**src/sbda_pkg.sv**
```systemverilog
// ----------------------------------------------------------------------------
// sbda_pkg
// types and constants shared by the binary to decimal ascii converter
// ----------------------------------------------------------------------------
package sbda_pkg;

    localparam int VALUE_W = 64;
    localparam int CHAR_W  = 6;

    localparam logic [CHAR_W-1:0] CODE_MINUS = 6'd45;
    localparam logic [CHAR_W-1:0] CODE_ZERO  = 6'd48;
    localparam logic [CHAR_W-1:0] CODE_NINE  = 6'd57;

    localparam logic [3:0] BCD_LIMIT  = 4'd5;
    localparam logic [3:0] BCD_ADJUST = 4'd3;

    typedef enum logic [2:0] {
        ST_IDLE,
        ST_CONVERT,
        ST_SKIP,
        ST_SIGN,
        ST_EMIT
    } t_state;

    typedef struct packed {
        logic load;
        logic dabble;
        logic drop_digit;
        logic emit_sign;
        logic emit_digit;
        logic last;
    } t_cmd;

    typedef struct packed {
        logic negative;
        logic top_zero;
        logic out_free;
    } t_status;

endpackage

```
**src/sbda_ctrl.sv**
```systemverilog
// ----------------------------------------------------------------------------
// sbda_ctrl
// sequencer: conversion steps, leading zero skip and character emission
// ----------------------------------------------------------------------------
module sbda_ctrl
    import sbda_pkg::*;
#(
    parameter int VALUE_BITS = 64,
    parameter int NDIG       = 19
) (
    input  logic    i_clk,
    input  logic    i_rst_n,
    input  logic    i_in_valid,
    output logic    o_in_stall,
    input  t_status i_status,
    output t_cmd    o_cmd
);

    localparam int CNT_W = $clog2(VALUE_BITS);

    t_state             r_state, n_state;
    logic [CNT_W-1:0]   r_cnt, n_cnt;

    always_ff @(posedge i_clk) begin
        if (!i_rst_n) begin
            r_state <= ST_IDLE;
            r_cnt   <= '0;
        end else begin
            r_state <= n_state;
            r_cnt   <= n_cnt;
        end
    end

    always_comb begin
        n_state = r_state;
        n_cnt   = r_cnt;
        o_cmd   = '0;
        unique case (r_state)
            ST_IDLE: begin
                if (i_in_valid) begin
                    o_cmd.load = 1'b1;
                    n_cnt      = CNT_W'(VALUE_BITS - 1);
                    n_state    = ST_CONVERT;
                end
            end
            ST_CONVERT: begin
                o_cmd.dabble = 1'b1;
                if (r_cnt == '0) begin
                    n_cnt   = CNT_W'(NDIG - 1);
                    n_state = ST_SKIP;
                end else begin
                    n_cnt = r_cnt - 1'b1;
                end
            end
            ST_SKIP: begin
                if (i_status.top_zero && r_cnt != '0) begin
                    o_cmd.drop_digit = 1'b1;
                    n_cnt            = r_cnt - 1'b1;
                end else begin
                    n_state = i_status.negative ? ST_SIGN : ST_EMIT;
                end
            end
            ST_SIGN: begin
                if (i_status.out_free) begin
                    o_cmd.emit_sign = 1'b1;
                    n_state         = ST_EMIT;
                end
            end
            ST_EMIT: begin
                if (i_status.out_free) begin
                    o_cmd.emit_digit = 1'b1;
                    o_cmd.last       = (r_cnt == '0);
                    if (r_cnt == '0) begin
                        n_state = ST_IDLE;
                    end else begin
                        n_cnt = r_cnt - 1'b1;
                    end
                end
            end
            default: begin
                n_state = ST_IDLE;
            end
        endcase
    end

    assign o_in_stall = (r_state != ST_IDLE);

endmodule

```
**src/sbda_datapath.sv**
```systemverilog
// ----------------------------------------------------------------------------
// sbda_datapath
// magnitude and shift-and-add-3 registers, digit shifter, output register
// ----------------------------------------------------------------------------
module sbda_datapath
    import sbda_pkg::*;
#(
    parameter int VALUE_BITS = 64,
    parameter int NDIG       = 19
) (
    input  logic               i_clk,
    input  logic               i_rst_n,
    input  t_cmd               i_cmd,
    input  logic [VALUE_W-1:0] i_value,
    input  logic               i_out_stall,
    output t_status            o_status,
    output logic [CHAR_W-1:0]  o_char_code,
    output logic               o_last,
    output logic               o_valid
);

    localparam int BCD_W = 4 * NDIG;

    logic [VALUE_BITS-1:0] r_bin, n_bin;
    logic [BCD_W-1:0]      r_bcd, n_bcd;
    logic                  r_neg, n_neg;
    logic [CHAR_W-1:0]     r_char, n_char;
    logic                  r_last, n_last;
    logic                  r_out_valid, n_out_valid;

    logic [VALUE_BITS-1:0] v_low;
    logic [BCD_W-1:0]      bcd_adj;
    logic                  out_free;

    assign v_low    = i_value[VALUE_BITS-1:0];
    assign out_free = !r_out_valid || !i_out_stall;

    always_comb begin
        for (int d = 0; d < NDIG; d++) begin
            if (r_bcd[4*d +: 4] >= BCD_LIMIT) begin
                bcd_adj[4*d +: 4] = r_bcd[4*d +: 4] + BCD_ADJUST;
            end else begin
                bcd_adj[4*d +: 4] = r_bcd[4*d +: 4];
            end
        end
    end

    always_comb begin
        n_bin       = r_bin;
        n_bcd       = r_bcd;
        n_neg       = r_neg;
        n_char      = r_char;
        n_last      = r_last;
        n_out_valid = r_out_valid && i_out_stall;
        if (i_cmd.load) begin
            n_neg = v_low[VALUE_BITS-1];
            n_bin = v_low[VALUE_BITS-1] ? (~v_low + 1'b1) : v_low;
            n_bcd = '0;
        end
        if (i_cmd.dabble) begin
            n_bcd = {bcd_adj[BCD_W-2:0], r_bin[VALUE_BITS-1]};
            n_bin = {r_bin[VALUE_BITS-2:0], 1'b0};
        end
        if (i_cmd.drop_digit || i_cmd.emit_digit) begin
            n_bcd = {r_bcd[BCD_W-5:0], 4'd0};
        end
        if (i_cmd.emit_sign) begin
            n_char      = CODE_MINUS;
            n_last      = 1'b0;
            n_out_valid = 1'b1;
        end
        if (i_cmd.emit_digit) begin
            n_char      = CODE_ZERO + {2'b00, r_bcd[BCD_W-1 -: 4]};
            n_last      = i_cmd.last;
            n_out_valid = 1'b1;
        end
    end

    always_ff @(posedge i_clk) begin
        if (!i_rst_n) begin
            r_out_valid <= 1'b0;
        end else begin
            r_out_valid <= n_out_valid;
        end
    end

    always_ff @(posedge i_clk) begin
        r_bin  <= n_bin;
        r_bcd  <= n_bcd;
        r_neg  <= n_neg;
        r_char <= n_char;
        r_last <= n_last;
    end

    assign o_status.negative = r_neg;
    assign o_status.top_zero = (r_bcd[BCD_W-1 -: 4] == 4'd0);
    assign o_status.out_free = out_free;

    assign o_char_code = r_char;
    assign o_last      = r_last;
    assign o_valid     = r_out_valid;

endmodule

```
**src/signed_binary_to_decimal_ascii.sv**
```systemverilog
// ----------------------------------------------------------------------------
// signed_binary_to_decimal_ascii
// signed two's complement integer to decimal ascii text, one char per request
// ----------------------------------------------------------------------------
// input channel: i_valid / o_stall carry i_value; only the low VALUE_BITS
// bits are used, bit VALUE_BITS-1 being the sign. one value is taken while
// the block is idle; o_stall stays high until its last character is queued.
// output channel: o_valid / i_stall carry o_char_code and o_last, one
// character per request, most significant first, leading '-' for negative
// values, no leading zeros, o_last on the final character.
// the sequence is a load, the shift-and-add-3 conversion of the VALUE_BITS bits,
// the leading zeros dropped, a step to leave the zero skip, the sign for a
// negative value, then the digits emitted; drops and digits together make
// NDIG steps. the first character is registered later for shorter text.
// a stalled receiver freezes the output register and the sequencer waits.
// reset (synchronous, active low) drops o_valid and returns to idle.
// ----------------------------------------------------------------------------
module signed_binary_to_decimal_ascii
    import sbda_pkg::*;
#(
    parameter int VALUE_BITS = 64
) (
    input  logic               i_clk,
    input  logic               i_rst_n,
    input  logic               i_valid,
    output logic               o_stall,
    input  logic [VALUE_W-1:0] i_value,
    output logic               o_valid,
    input  logic               i_stall,
    output logic [CHAR_W-1:0]  o_char_code,
    output logic               o_last
);

    localparam int NDIG = ((VALUE_BITS - 1) * 30103) / 100000 + 1;

    t_cmd    cmd;
    t_status status;

    sbda_ctrl #(
        .VALUE_BITS (VALUE_BITS),
        .NDIG       (NDIG)
    ) u_ctrl (
        .i_clk      (i_clk),
        .i_rst_n    (i_rst_n),
        .i_in_valid (i_valid),
        .o_in_stall (o_stall),
        .i_status   (status),
        .o_cmd      (cmd)
    );

    sbda_datapath #(
        .VALUE_BITS (VALUE_BITS),
        .NDIG       (NDIG)
    ) u_datapath (
        .i_clk       (i_clk),
        .i_rst_n     (i_rst_n),
        .i_cmd       (cmd),
        .i_value     (i_value),
        .i_out_stall (i_stall),
        .o_status    (status),
        .o_char_code (o_char_code),
        .o_last      (o_last),
        .o_valid     (o_valid)
    );

    a_busy_after_request: assert property (
        @(posedge i_clk) disable iff (!i_rst_n)
        (i_valid && !o_stall) |=> o_stall
    ) else $error("block not busy after taking a request");

    a_sign_not_last: assert property (
        @(posedge i_clk) disable iff (!i_rst_n)
        (o_valid && o_char_code == CODE_MINUS) |-> !o_last
    ) else $error("minus sign flagged as last character");

    a_char_legal: assert property (
        @(posedge i_clk) disable iff (!i_rst_n)
        o_valid |-> (o_char_code == CODE_MINUS ||
                     (o_char_code >= CODE_ZERO && o_char_code <= CODE_NINE))
    ) else $error("illegal character code");

    a_single_load: assert property (
        @(posedge i_clk) disable iff (!i_rst_n)
        cmd.load |-> (!cmd.emit_digit && !cmd.emit_sign && !cmd.dabble)
    ) else $error("load overlaps another datapath command");

endmodule

```
**config.mk**
```make
export PLATFORM = sky130hd
export DESIGN_NAME = signed_binary_to_decimal_ascii
export DESIGN_NICKNAME = d
export VERILOG_FILES = /design/src/sbda_pkg.sv /design/src/sbda_ctrl.sv /design/src/sbda_datapath.sv /design/src/signed_binary_to_decimal_ascii.sv
export SDC_FILE = /design/constraint.sdc
export NUM_CORES = 1
export LEC_CHECK = 0
export BUFFER_PORTS_ARGS = -buffer_cell sky130_fd_sc_hd__buf_4
export CORE_MARGIN = 2
export CORE_UTILIZATION = 60
export CTS_CLUSTER_DIAMETER = 40
export CTS_CLUSTER_SIZE = 10
export DETAILED_ROUTE_END_ITERATION = 16
export PLACE_DENSITY = 0.8
export SLEW_MARGIN = 20
export SYNTH_ARGS = -nofsm -noshare
export SYNTH_HDL_FRONTEND = slang
export SYNTH_HIERARCHICAL = 1
export SYNTH_SLANG_ARGS = --single-unit
```
**constraint.sdc**
```tcl
create_clock -name i_clk -period 5.4 [get_ports i_clk]
set_clock_uncertainty 0.1 [all_clocks]
set_input_delay 0.27 -clock i_clk [delete_from_list [all_inputs] [get_ports i_clk]]
set_output_delay 0.27 -clock i_clk [all_outputs]
set_load 0.005 [all_outputs]
```
; Word level (Yosys, flattened, before mapping)
; Cells that the tools add are included.
[word_totals]
reg_bits = 158
input_bits = 68
out_inout_bits = 9
[classes]
addsub = 22
magnitude_cmp = 19
eq_ne = 12
n_mux = 54
bitwise_logic = 1
n_reduce_logical = 17
[op_table]
columns = operator, count
row1 = $mux 76, 3
row2 = $mux 64, 3
row3 = $ge 4x3->1 const B, 19
row4 = $add 4x2->4 const B, 18
row5 = $mux 4, 18
row6 = $add 64x1->64 const B, 1
row7 = $not 64->64, 1
row8 = $mux 6, 7
row9 = $mux 3, 8
row10 = $pmux 6 s4, 1
row11 = $pmux 3 s5, 1
row12 = $mux 1, 11
row13 = $ne 2x1->1 const B, 5
row14 = $add 5x5->6 const A, 1
row15 = $eq 3x2->1 const B, 2
row16 = $logic_not 6->1, 1
row17 = $ne 2x2->1 const B, 3
row18 = $reduce_and 6->1, 1
row19 = $reduce_bool 3->1, 2
row20 = $reduce_bool 6->1, 1
row21 = $sub 6x1->6 const B, 1
row22 = $reduce_and 5->1, 1
row23 = $logic_not 4->1, 1
row24 = $mux 2, 2
row25 = other kinds (9), 13

; Logic depth before layout (Yosys ltp)
; Gate-level depths: netlist (run 1).
[logic_depth]
depth_word = 6
ltp_mapped = 12
depth_no_buf = 10

; Hierarchy
; The synthesis (run 1) kept the hierarchy.
[modules_own_cells]
columns = mod, instances, cells_each, area_per_inst_um2, seq_area_each_um2
row1 = sbda_datapath, 1, 938, 9173.8, 4384.2
row2 = sbda_ctrl, 1, 87, 713.2, 180.2

; Least setup slack after synthesis (run 1)
; Ideal clock, no wire load.
[synth_path]
path_type = reg2reg
start = register u_ctrl.r_state[0]
end = register u_datapath.r_bcd[10] (enable)
setup_ns = 0.427
t_arrival_ns = 3.891
required_ns = 4.873
setup_slack_ns = 0.982
stages_incl_launch_ff = 7
path_buffers = 1
path_cell_list = dfxtp_1 -> buf_2 -> or3_2 -> nor2_1 -> or2_2 -> nor2_1 -> inv_1
[synth_lines]
columns = item, line
row1 = from (decl), sbda_ctrl.sv:21  ; t_state r_state, n_state;
row2 = from (signal assigned), sbda_ctrl.sv:29  ; r_state <= n_state;
row3 = to (signal assigned), sbda_datapath.sv:89  ; r_bcd <= n_bcd;
row4 = to (decl), sbda_datapath.sv:25  ; logic [BCD_W-1:0] r_bcd, n_bcd;

==> results.py, run 1 <==
metrics = {
    "run_status": {
        "status": "complete, no violations",
    },
    "logic_synthesis": {
        "synthFlopType": "edfxtp_1",
        "yosys_warnings": 6,
        "ys_types": 65,
        "syn_inst": 1025,
        "syn_area_mm2": 0.00989,
        "synth-edff-count": 142,
        "ys_seq_area_frac": 0.462,
        "ys_seq_elements": 157,
        "synth_nets": 1133,
        "avgSynthCellArea_um2": 9.65,
        "async_flop_share": 0,
    },
    "finish": {
        "final_common_cell": "edfxtp_1",
        "syn_to_final_growth_pct": 12.9,
        "layout_common_cells": "142 x edfxtp_1, 128 x nand2_1, 121 x o21ai_0",
        "layout.nets": 1187,
        "drive_above_1_share": 0.132,
        "antenna_cells": 0,
        "instances_no_fill": 1308,
        "n_fill_cell": 1275,
    },
    "floorplan": {
        "initial_core_util": 0.618,
        "core_area_mm2": 0.0160,
        "die_w_um": 132,
        "fp.dieH_um": 132,
        "die_area_mm2": 0.0175,
        "ios": 77,
        "core.rowCount": 46,
    },
    "hold_path": {
        "hold_path.class": "primary input to flip-flop",
    },
    "setup_path": {
        "cpLargestDelayFamily": "simple AND/OR/NAND/NOR gates",
        "path_cells": "inv_1, ha_1, nor3b_1, nand3b_4, nor3_1, nor2_2, buf_4, nand2_2, buf_4, nor2_1, a21oi_1, o32ai_1",
        "required_ps": 5460,
        "criticalPathCategory": "flip-flop to flip-flop",
        "end_kind": "flip-flop",
        "worstPathArrival_ps": 3580,
        "worst-path-buf-inv": 3,
        "start_kind": "flip-flop",
        "cpPeakStageDelay_ps": 580,
        "slowest_stage": "nand2_2",
        "worst-path-max-fanout": 42,
        "path_common_cell": "buf_4",
    },
    "clocking": {
        "cts_buffers": 17,
        "cts_setup_buffers": 0,
        "cts_tree": "built",
        "postCtsHoldBufs": 0,
        "htreeDepth": 4,
        "cts_root_buf": "clkbuf_16",
        "clockBufferDepth": 2,
        "cts_sinks": 157,
        "insertion_delay_ps": 420,
        "path_clk_slew_ps": 60,
        "cts_resized": 0,
    },
    "global_routing": {
        "use_met1": 0.331,
        "overflow": 0,
        "grt_first_pass_wirelength_um": 35300,
        "met2_usage": 0.399,
        "grt_max_degree": 73,
        "top_usage_layer": "met2",
        "antenna_found_initial": 0,
        "grt_use_total": 0.244,
        "use_met3": 0.0469,
        "grt_pass1_vias": 7463,
    },
    "sta": {
        "finalSetupTns_ps": 0,
        "maxSlewViolCount": 0,
        "fin_crit_sh": 0.653,
        "fin_crit_ps": 3520,
        "timing.fmax_ghz": 0.284,
        "fin_ws_ps": 1880,
        "rsz0062_at_grt": "false",
        "relSlewSlack": 0.411,
        "hold_viol_final": 0,
        "worst_pin_slew_ps": 877,
        "setup_violations": 0,
    },
    "power_and_ir_drop": {
        "ir_drop_mv": 0.282,
        "powerDensity_mw_per_mm2": 518,
        "p_leak_nw": 4.12,
        "power.total_mw": 5.78,
    },
    "routing": {
        "post-route-drc-count": 0,
        "vias": 7787,
        "drt-initial-drc-count": 683,
        "wl_per_cell_um": 15.9,
        "routed_via_density": 5.95,
        "drtPass1Iterations": 5,
        "finalWirelength_um": 20800,
        "antenna_left": 0,
    },
    "placed_design": {
        "gp_congestion": 0.832,
        "dp_cells": 1276,
        "portBuffers": 75,
        "dp.final_hpwl_um": 13800,
        "place_ws_ps": 1900,
    },
    "run": {
        "cap_violations": 0,
    },
}
==> cells by family (layout without fill, tap and decap cells) <==
family	after synthesis	in the layout	share of synthesized area
AND/OR/NAND/NOR	311	311	0.159
multiplexers	6	6	0.00620
adder cells (fa/ha/maj)	40	40	0.0506
other	1	1	0.000379
XOR/XNOR	86	86	0.0762
flip-flops	157	157	0.462
AO/OA/AOI/OAI	320	320	0.203
buffers and inverters	104	171	0.0428
==> synth_stat cells (2+ instances only) <==
library cell / instances / area share
o31ai_2: 2 / 0.0025
nand2_1: 129 / 0.049
o22ai_1: 22 / 0.014
o31a_1: 2 / 0.0018
nor4_1: 5 / 0.0032
o31ai_4: 2 / 0.0043
clkbuf_1: 39 / 0.015
a41oi_1: 3 / 0.0027
and3_1: 4 / 0.0025
a21oi_1: 70 / 0.035
a21boi_0: 3 / 0.0023
o21ai_1: 10 / 0.0051
nor2_1: 50 / 0.019
a22oi_1: 10 / 0.0076
nand4_1: 2 / 0.0013
o31ai_1: 27 / 0.021
o21a_1: 3 / 0.0023
or2_2: 5 / 0.0032
buf_6: 2 / 0.0023
o21ai_0: 121 / 0.061
nand2b_1: 25 / 0.016
xnor2_1: 21 / 0.019
or4_4: 2 / 0.0023
a21boi_1: 2 / 0.0015
mux2i_1: 5 / 0.0051
buf_2: 2 / 0.0010
o41ai_1: 13 / 0.012
buf_4: 4 / 0.0030
edfxtp_1: 142 / 0.43
buf_1: 4 / 0.0015
dfxtp_1: 15 / 0.030
or4_1: 12 / 0.0091
nor2b_1: 12 / 0.0076
nor3_1: 15 / 0.0076
o32ai_1: 19 / 0.017
o41ai_2: 3 / 0.0049
or3_1: 10 / 0.0063
nand3_1: 4 / 0.0020
ha_1: 40 / 0.051
xor2_1: 65 / 0.058
inv_1: 53 / 0.020
nor3b_1: 20 / 0.015
and2_1: 4 / 0.0025
==> sequential cells by signal (all words and copies together), names as in the netlist <==
register                count
u_datapath/o_last           1
u_ctrl/r_state              3
u_datapath/o_valid          1
u_ctrl/r_cnt                6
u_datapath/r_neg            1
u_datapath/r_bcd           76
u_datapath/r_bin           64
u_datapath/o_char_code      5
==> layout make-up <==
cell class                      count  area, um2  share of cell area
Multi-Input combinational cell    764       4900               0.439
Sequential cell                   157       4560               0.409
Timing Repair Buffer               86        646              0.0578
Clock buffer                       29        563              0.0504
Tap cell                          216        270              0.0242
Inverter                           53        199              0.0178
Clock inverter                      3       20.0             0.00179
==> per-layer routing <==
| layer | wire length (um) | up-vias |
|---|---|---|
| met5 | 0 | - |
| met4 | 264 | 0 |
| met3 | 1100 | 22 |
| met2 | 10100 | 262 |
| met1 | 9310 | 3645 |
| li1 | - | 3858 |
==> worst paths after layout <==
path                             start                   end  slack [ps]  cells after the start
setup / recovery  u_datapath/r_bcd[72]  u_datapath/r_bcd[12]        1880                     12
hold / removal              i_value[0]   u_datapath/r_bin[0]          40                      3
setup reg to reg  u_datapath/r_bcd[72]  u_datapath/r_bcd[12]        1880                     12
hold reg to reg   u_datapath/r_bin[63]   u_datapath/r_bcd[0]         390                      2
==> worst reg2reg max path, cell delays in order, from the launching register on <==
cell	delay [ps]
edfxtp_1	390
inv_1	130
ha_1	220
nor3b_1	390
nand3b_4	130
nor3_1	280
nor2_2	50
buf_4	270
nand2_2	590
buf_4	370
nor2_1	90
a21oi_1	160
o32ai_1	100
==> metrics by stage <==
stage	hold WS [ps]	util	instance area (um2)
6_report	42.5	0.698	11200
5_1_grt	40.0	0.698	11200
4_1_cts	34.9	0.698	11200
3_5_place_dp	386	0.661	10600
3_3_place_gp	375	0.661	10600
2_1_floorplan	269	-	9890
==> report_power, final <==
group / internal [mW] / switching [mW] / leakage [nW] / total [mW]
Clock: 0.706 / 0.458 / 0.288 / 1.16
Sequential: 2.11 / 0.384 / 1.59 / 2.49
Combinational: 0.813 / 1.31 / 2.24 / 2.12
Total: 3.63 / 2.15 / 4.12 / 5.78
Power figures use the tool's default switching activity.
==> inputs of run 2 (changes only) <==
Settings changed: CORE_UTILIZATION 60 to 55, PLACE_DENSITY 0.8 to 0.77.
Clock period 5.4 ns to 2.9 ns, I/O delays scaled along.
==> run 2 against run 1 <==
Against the previous run:
- global-route usage down 2.3 points
- combinational power rose by 92%
- sequential share of layout area down 1.2 points
- clock power rose by 100%
- critical path depth decreased by 2
- total power grew 91%
- count of clock-buffer cells in the layout is 7 lower
- largest cell class unchanged
==> results.py, run 2 (synthesis results as in run 1) <==
metrics = {
    "sta": {
        "maxSlewViolCount": 0,
        "relSlewSlack": 0.557,
        "worst_pin_slew_ps": 665,
        "hold_viol_final": 0,
        "fin_crit_ps": 2790,
        "setup_violations": 0,
        "timing.hold.ws_ps": 2.10,
        "finalSetupTns_ps": 0,
        "fin_ws_ps": 111,
        "rsz0062_at_grt": "false",
        "timing.fmax_ghz": 0.359,
        "fin_crit_sh": 0.962,
    },
    "power_and_ir_drop": {
        "switchingPower_mw": 4.06,
        "intPower_mw": 6.97,
        "powerDensity_mw_per_mm2": 957,
        "pwr-share-seq": 0.420,
        "switching_share": 0.368,
        "ir_drop_mv": 0.576,
        "power.total_mw": 11.0,
        "combinationalPowerShare": 0.368,
        "p_clk_frac": 0.212,
        "p_leak_nw": 4.24,
    },
    "routing": {
        "drt-initial-drc-count": 573,
        "drtPass1Iterations": 5,
        "finalWirelength_um": 21100,
        "post-route-drc-count": 0,
        "routed_via_density": 5.85,
        "antenna_left": 0,
        "wl_per_cell_um": 15.8,
        "vias": 7827,
    },
    "clocking": {
        "cts_tree": "built",
        "path_clk_slew_ps": 60,
        "cts_buffers": 17,
        "cts_sinks": 157,
        "clockBufferDepth": 2,
        "cts_root_buf": "clkbuf_16",
        "insertion_delay_ps": 430,
        "htreeDepth": 4,
    },
    "global_routing": {
        "grt_use_total": 0.220,
        "grt_max_degree": 68,
        "grt_first_pass_wirelength_um": 35200,
        "top_usage_layer": "met2",
        "antenna_found_initial": 0,
        "use_met3": 0.0360,
        "overflow": 0,
        "grt_pass1_vias": 7347,
        "met2_usage": 0.348,
        "use_met1": 0.317,
    },
    "placed_design": {
        "dp.final_hpwl_um": 13700,
        "dp_cells": 1293,
        "place_area_mm2": 0.0107,
        "gp_congestion": 0.901,
        "portBuffers": 75,
        "place_ws_ps": 32.6,
    },
    "finish": {
        "largest_register_ffs": 76,
        "syn_to_final_growth_pct": 16.5,
        "layout.nets": 1205,
        "layout_common_cells": "142 x edfxtp_1, 126 x nand2_1, 121 x o21ai_0",
        "reg_top3": "u_datapath/r_bcd: 76 flops, u_datapath/r_bin: 64 flops, u_ctrl/r_cnt: 6 flops",
        "antenna_cells": 0,
        "regMostFlops": "u_datapath/r_bcd",
        "drive_above_1_share": 0.147,
        "instances_no_fill": 1339,
        "final_util": 0.648,
        "final_common_cell": "edfxtp_1",
        "stdcell_area_mm2": 0.0115,
    },
    "floorplan": {
        "die_area_mm2": 0.0191,
        "core_area_mm2": 0.0178,
        "initial_core_util": 0.556,
        "fp.dieH_um": 138,
        "die_w_um": 138,
        "core.rowCount": 49,
        "ios": 77,
    },
    "setup_path": {
        "end_kind": "flip-flop",
        "worstPathArrival_ps": 2840,
        "start_kind": "primary input",
        "r2r_end": "u_datapath/r_bcd[28]",
        "required_ps": 2950,
        "r2r-start": "u_datapath/r_bcd[72]",
        "worst-path-max-fanout": 17,
        "reg2reg_setup_slack_ps": 280,
        "criticalPathCategory": "primary input to flip-flop",
        "r2r_cells": 11,
    },
    "hold_path": {
        "min_to": "u_datapath/r_bin[45]",
        "hold_path.class": "primary input to flip-flop",
        "min_from": "i_value[45]",
        "min_path_cells": 3,
    },
    "run_status": {
        "status": "complete, no violations",
    },
    "run": {
        "cap_violations": 0,
    },
}
## run 2: cell count changes in the layout (fill, tap and decap cells not counted), moves of 3 or more
cell           change
dfxtp_1            -3
bufinv_16          +4
or2_4              +3
dlygate4sd3_1     +13
buf_12             +5
clkbuf_8           -5
clkinvlp_4         +4
## run 2: power by group through the flow
| stage | Sequential, mW | Clock (mW) | Combinational [mW] |
|---|---|---|---|
| finish | 4.63 | 2.34 | 4.06 |
| global route | 4.78 | 2.45 | 4.58 |
| CTS | 4.62 | 2.36 | 4.05 |
| detailed placement | 4.65 | 0 | 3.98 |
| global placement | 4.62 | 0 | 3.87 |
| floorplan | 4.45 | 0 | 3.10 |
## run 2: timing repair
item,in CTS,in global routing
endpoints found under the setup margin,0,11
resized for setup,0,5
setup buffers,0,1
hold buffers,13,0
hold endpoints to repair,21,0
## run 2: per-layer routing
| metal | up-vias | part of all wire |
|---|---|---|
| li1 | 3897 | - |
| met1 | 3702 | 0.47 |
| met2 | 208 | 0.47 |
| met3 | 20 | 0.048 |
| met4 | 0 | 0.013 |
| met5 | - | 0 |
## run 2: worst max path at each step
| stage | cells past startpoint | slack, ps | startpoint | to |
|---|---|---|---|---|
| 2_1_floorplan | 9 | -80 | u_ctrl/r_cnt[1] | u_datapath/r_bcd[10] |
| 3_3_place_gp | 7 | 140 | i_value[29] | u_datapath/r_bin[52] |
| 3_5_place_dp | 7 | 30 | i_value[29] | u_datapath/r_bin[52] |
| 4_1_cts | 8 | 60 | i_value[34] | u_datapath/r_bin[52] |
| 5_1_grt | 9 | 7 | i_value[8] | u_datapath/r_bin[39] |
| 6_report | 10 | 110 | i_value[23] | u_datapath/r_bin[39] |
## run 2: final cells by class
type / instances / area [um2]
Clock buffer: 22 / 444
Inverter: 53 / 203
Fill cell: 1423 / 6260
Tap cell: 229 / 287
Clock inverter: 10 / 165
Sequential cell: 157 / 4570
Timing Repair Buffer: 104 / 876
Multi-Input combinational cell: 764 / 4980
## run 2: critical path: stages
cell and delay, ps:
dlygate4sd3_1 540, buf_4 140, or4_1 580, nor4b_2 240, buf_4 180, nand4_2 90
buf_4 220, o41ai_1 350, xor2_1 260, o21ai_0 100
